$ cat src/hdl/nvra_pkg.sv
// constants, types and helpers for the nearest volume resample address core
// no dependencies
`default_nettype none

package nvra_pkg;

  localparam int MAX_DIM   = 4096;
  localparam int DIM_W     = 13;
  localparam int COORD_W   = 12;
  localparam int IDX_W     = 36;
  localparam int NUM_W     = 2 * DIM_W;
  localparam int DEN_W     = DIM_W + 1;
  localparam int QUO_W     = COORD_W;
  localparam int DIV_STEPS = QUO_W;
  localparam int CFG_IDX_W = 3;
  localparam int IN_W      = 40;
  localparam int OUT_W     = 2 * IDX_W;

  typedef enum logic [CFG_IDX_W-1:0] {
    REG_SRC_DEPTH      = 3'd0,
    REG_SRC_WIDTH      = 3'd1,
    REG_SRC_HEIGHT     = 3'd2,
    REG_DST_DEPTH      = 3'd3,
    REG_DST_WIDTH      = 3'd4,
    REG_DST_HEIGHT     = 3'd5,
    REG_SLICE_ZERO_TOP = 3'd6
  } cfg_reg_t;

  typedef struct packed {
    logic             err;
    logic [IDX_W-1:0] dst;
  } side_t;

  // size register as used: zero acts as one, oversize clamps
  function automatic logic [DIM_W-1:0] eff_dim(input logic [DIM_W-1:0] v);
    logic [DIM_W-1:0] r;
    r = v;
    if (v == '0) begin
      r = DIM_W'(1);
    end else if (v > DIM_W'(MAX_DIM)) begin
      r = DIM_W'(MAX_DIM);
    end
    return r;
  endfunction

endpackage

`default_nettype wire

$ cat src/hdl/nvra_div.sv
// pipelined restoring divider, one quotient bit per stage
// depends on nvra_pkg; quotient known to fit in QUO_W bits
`default_nettype none

module nvra_div (
  input  wire logic                       clk,
  input  wire logic                       en,
  input  wire logic [nvra_pkg::NUM_W-1:0] num,
  input  wire logic [nvra_pkg::DEN_W-1:0] den,
  output logic      [nvra_pkg::QUO_W-1:0] quo
);
  import nvra_pkg::*;

  logic [DEN_W-1:0] rem [DIV_STEPS];
  logic [QUO_W-1:0] low [DIV_STEPS];
  logic [QUO_W-1:0] qb  [DIV_STEPS];

  for (genvar j = 0; j < DIV_STEPS; j++) begin : g_step
    logic [DEN_W-1:0] rem_in;
    logic [QUO_W-1:0] low_in;
    logic [QUO_W-1:0] q_in;
    logic [DEN_W:0]   trial;
    logic             take;

    if (j == 0) begin : g_first
      assign rem_in = num[NUM_W-1:QUO_W];
      assign low_in = num[QUO_W-1:0];
      assign q_in   = '0;
    end else begin : g_next
      assign rem_in = rem[j-1];
      assign low_in = low[j-1];
      assign q_in   = qb[j-1];
    end

    assign trial = {rem_in, low_in[QUO_W-1]};
    assign take  = trial >= {1'b0, den};

    always_ff @(posedge clk) begin
      if (en) begin
        rem[j] <= take ? DEN_W'(trial - {1'b0, den}) : trial[DEN_W-1:0];
        low[j] <= {low_in[QUO_W-2:0], 1'b0};
        qb[j]  <= {q_in[QUO_W-2:0], take};
      end
    end
  end

  assign quo = qb[DIV_STEPS-1];

endmodule

`default_nettype wire

$ cat config.mk
export PLATFORM = sky130hd
export DESIGN_NAME = nvra_div
export DESIGN_NICKNAME = d
export VERILOG_FILES = /design/src/hdl/nvra_pkg.sv /design/src/hdl/nvra_div.sv
export SDC_FILE = /design/constraint.sdc
export NUM_CORES = 1
export LEC_CHECK = 0
export ABC_AREA = 1
export BUFFER_PORTS_ARGS = -buffer_cell sky130_fd_sc_hd__buf_2
export CAP_MARGIN = 20
export CORE_ASPECT_RATIO = 1.25
export CORE_MARGIN = 3
export CORE_UTILIZATION = 59
export DETAILED_ROUTE_END_ITERATION = 10
export GPL_TIMING_DRIVEN = 0
export PLACE_DENSITY = 0.74
export SYNTH_ARGS = -nofsm -noshare
export SYNTH_HDL_FRONTEND = slang
export SYNTH_SLANG_ARGS = --single-unit
$ cat constraint.sdc
create_clock -name clk -period 3.1 [get_ports clk]
set_input_delay 0.465 -clock clk [delete_from_list [all_inputs] [get_ports clk]]
set_output_delay 0.465 -clock clk [all_outputs]
set_load 0.1 [all_outputs]
=== Word-level counts from Yosys, hierarchy flattened ===
Memory sizes are Yosys's and may differ from the RTL's.
Cells that the tools add are included.
W data, S select, Z words.

* Add/sub/neg operators: 12
* $lt $le $gt $ge: 12
* Muxes and demuxes: 14

{| class="wikitable"
|+ Operator list
! kind !! number
|-
| $ge A15 B14 Y1 || 12
|-
| $mux W14 || 12
|-
| $sub A14 B14 Y14 || 12
|-
| $mux W1 || 2
|}

* Output and inout port bits: 12
* Memories kept: 3
* Flip-flop bits (word level): 0
* Memory bits (writable): 444
* Word-level logic and storage cells: 41
* Input bits: 42

{| class="wikitable"
|+ Memory list
! name !! words !! bits a word !! rd ports !! clocked after memory_dff !! wr ports !! RTL line !! text
|-
| rem || 12 || 14 || 11 || 0 || 12 || nvra_div.sv:14 || <nowiki>logic [DEN_W-1:0] rem [DIV_STEPS];</nowiki>
|-
| qb || 12 || 12 || 12 || 0 || 12 || nvra_div.sv:16 || <nowiki>logic [QUO_W-1:0] qb [DIV_STEPS];</nowiki>
|-
| low || 12 || 11 || 11 || 0 || 12 || nvra_div.sv:15 || <nowiki>logic [QUO_W-1:0] low [DIV_STEPS];</nowiki>
|}

=== Depth between registers and ports, before layout ===
An unclocked memory read counts as a cell.

* Depth after elaboration: 3
* Mapped depth: 13
* Mapped depth without buffers: 12

=== Least setup slack after synthesis ===
Ideal clock, no wire load.

* Path type: input -> register
* Start: input port den[1] (netlist name)
* End: memory rem[5][1] (netlist name), data pin
* Required time: 2847 ps
* Slack: 559 ps
* Arrival time: 2288 ps
* Setup time: 253 ps
* Stages on the path: 11
* Buffers on the path: 1
* Cells stage by stage: inv_1 > ha_1 > nand2_1 > nand2_1 > nand3_1 > nand2_1 > nand2_2 > nand3_4 > buf_8 > nand2_1 > o21ai_2

{| class="wikitable"
|+ RTL lines
! element !! RTL line !! text
|-
| from (decl) || nvra_div.sv:9 || <nowiki>input wire logic [nvra_pkg::DEN_W-1:0] den,</nowiki>
|-
| to (decl) || nvra_div.sv:14 ||
|}

==> run metrics <==
status=finished, final reports clean; Final Max Tran Viols=0; Pint=12,610 µW; average wire per standard cell=16.00 µm; Tmin final=2.723 ns; gpl congestion=0.8937; dpl cell area=roughly 23,000 µm²; count leader, synth=nand2_1; worst path arrival time=3.04 ns; post-route cell area=24,020 µm²; WP data required=3.42 ns; num rows=78; max capacitance violation total=0; power consumption=22,120 µW; post-synthesis cell count=between 2,000 and 3,000; R2R depth=10; Die H=221.6 µm; Final ANT Viol Nets=0; IO buf count=53; Primary FF master, synth=edfxtp_1; PwrDens=920.9 nW/µm²; cts repair resizes=0; Tightest Pin Transition=1.168 ns; share of the yosys chip area belonging to registers=40.80%; CP startpoint kind=input port; io pins=54; Post-synth top cells=nand2_1, inv_1, edfxtp_1, ha_1, nand3_1; via count=about 17,000; mean area per synthesized cell=between 8 and 9 µm²; max_slew headroom=around 22%; Clock Latency Late Sink=0.54 ns; number of diodes=0; CTS Buf Count=35; # DRC=0; Initial Util=60.09%; Synth Register Bits=298; Pre-antenna DRT Iters=5; combinational power share=between 50 and 60%; 1st-iter DRT viols=1,126; Yosys Warn Count=0; Peak Freq=367.3 MHz; H-tree depth=2; die area=between 30,000 and 40,000 µm²; CTS Root Buffer Type=clkbuf_16; routed vias/inst=5.302; final WL=52,100 µm; core footprint=36,500 µm²; Netlist cell types=35; worst-path maximum fanout=12; area of the mapped netlist=21,930 µm²; vias in the first global route=17,135; Hold Path Class=in2reg; Area growth syn-to-layout=9.498%; Post-synth EDFFs=298; register-to-register setup slack=between 0.8 and 0.9 ns; Worst-path clk slew=0.07 ns; Async SR Flop Fraction=0%; Die W=178.5 µm; Pleak=0.01200 µW; Post-DP HPWL=38,320 µm; Clock Power Share=18.5%; post-synthesis net count=2,891; Final Hold Viols=0; initial antenna violation count=1; layout cell share with drive strength beyond 1=11.10%; Worst R2R Start=low[3][10]$_DFFE_PP_; Synth area leaders=edfxtp_1, nand2_1, ha_1, inv_1, nand3_1; CTS Sinks=298; Worst Hold Launch=num[10]; skew final=between 0.01 and 0.015 ns; # hold bufs at CTS=0; critical path startpoint=den[9]; global route total overflow=0; VDD IR max=0.0004442 V; Final Setup Violations=0; Final nets=between 2,000 and 3,000; largest net degree at the start of global routing=129; r2r endpoint=rem[4][12]$_DFFE_PP_; RSZ-0062 raised after global routing=no; CP Class=in2reg; Switching Power=9507 µW; Sw Share=42.99%; global-route wire length before repair=84,690 µm; Synth area leader=edfxtp_1; register share of total power=about 31%; Setup Buffers After CTS=0; crit path capture=rem[4][0]$_DFFE_PP_; post-synth top area share=between 40% and 50%; TritonCTS clock tree=done; period utilization=87.83%; crit end category=flop; Longest Clk Path Bufs=3; GRT Total Usage=26.94%
[how the worst min path moves through the flow]
stage               slack (ns)  cells after the start               endpoint
CTS                       0.08                      1    low[0][9]$_DFFE_PP_
detailed placement        0.40                      0    low[1][1]$_DFFE_PP_
floorplan                 0.40                      0  low[10][10]$_DFFE_PP_
global placement          0.40                      0     qb[9][3]$_DFFE_PP_
finish                    0.11                      1   low[0][10]$_DFFE_PP_
global route              0.08                      1    low[0][0]$_DFFE_PP_
[area by class of cell]
type                       count  area, µm²
buffer                        22      280.3
sequential                   298       8949
timing repair buffer          56      357.8
clock buffer                  41      919.6
tap                          480      600.6
clock inverter                20      205.2
multi-input combinational   1834      10810
fill                        3138      12480
inverter                     505       1896
[worst max-delay path, cell delays in order]
cell and delay [ns]:
buf_2 0.09, inv_1 0.81, ha_1 0.43, nand2_1 0.13, inv_1 0.05, nand2_1 0.06, nand2_1 0.11, a21oi_4 0.28
nand3_4 0.16, buf_6 0.17, o21ai_1 0.27
[routing by layer]
metal,part of all wire (%),routed length [µm],vias up,GRT usage (%)
met5,0.013,7,-,0
met2,50,26020,387,47.32
met1,41,21430,7892,32.27
li1,-,-,8817,-
met4,5.6,2901,2,13.66
met3,3.4,1752,166,3.118
[cell families after synthesis]
logic type      after synthesis  share of synthesized area [%]
buf+inv                     527                          9.921
compound gates              174                          5.231
flops                       298                          40.80
fa+ha+maj                   190                          11.22
xor+xnor                     77                          3.075
simple gates               1393                          29.76
[sequential cells by signal (all words and copies together), names as in the netlist]
| signal | cells |
|---|---|
| rem | 154 |
| low | 66 |
| qb | 78 |
[cells in the final DEF (no fill, tap or decap), types with 9 or more instances in the layout]
cell type,n
nand4_1,106
fa_1,11
a21oi_1,58
nand3_1,147
nor2_1,122
nand3_4,15
edfxtp_1,298
buf_2,52
nand2_2,43
o21ai_2,32
nor2_2,28
o21ai_1,59
and2_1,19
xor2_1,54
buf_6,16
nor2_4,9
nand2_1,852
nand3_2,14
clkbuf_16,36
nand3b_1,11
a21oi_4,11
inv_1,497
ha_1,179
xnor2_1,23
[power by group through the flow]
stage               Sequential, µW  Combinational (µW)  Clock (µW)
floorplan                     6620                8750           0
global placement              6840               10900           0
detailed placement            6830               11200           0
CTS                           6750               11200        4200
global route                  6850               12800        4360
finish                        6750               11300        4090
[stage by stage]
step / worst slack [ns] / setup TNS, ns / util, % / cells / hold slack (ns)
floorplan: 0.5590 / 0 / - / 2659 / 0.4003
detailed placement: -0.1427 / -5.755 / 62.64 / 3194 / 0.4045
global placement: -2.466 / -748.51 / 62.46 / 3192 / 0.4006
finish: 0.3772 / 0 / 65.80 / 3256 / 0.1050
CTS: 0.4195 / 0 / 65.72 / 3255 / 0.07609
global route: 0.2616 / 0 / 65.80 / 3256 / 0.08131
Note: power is estimated with default switching activity, not from simulation.
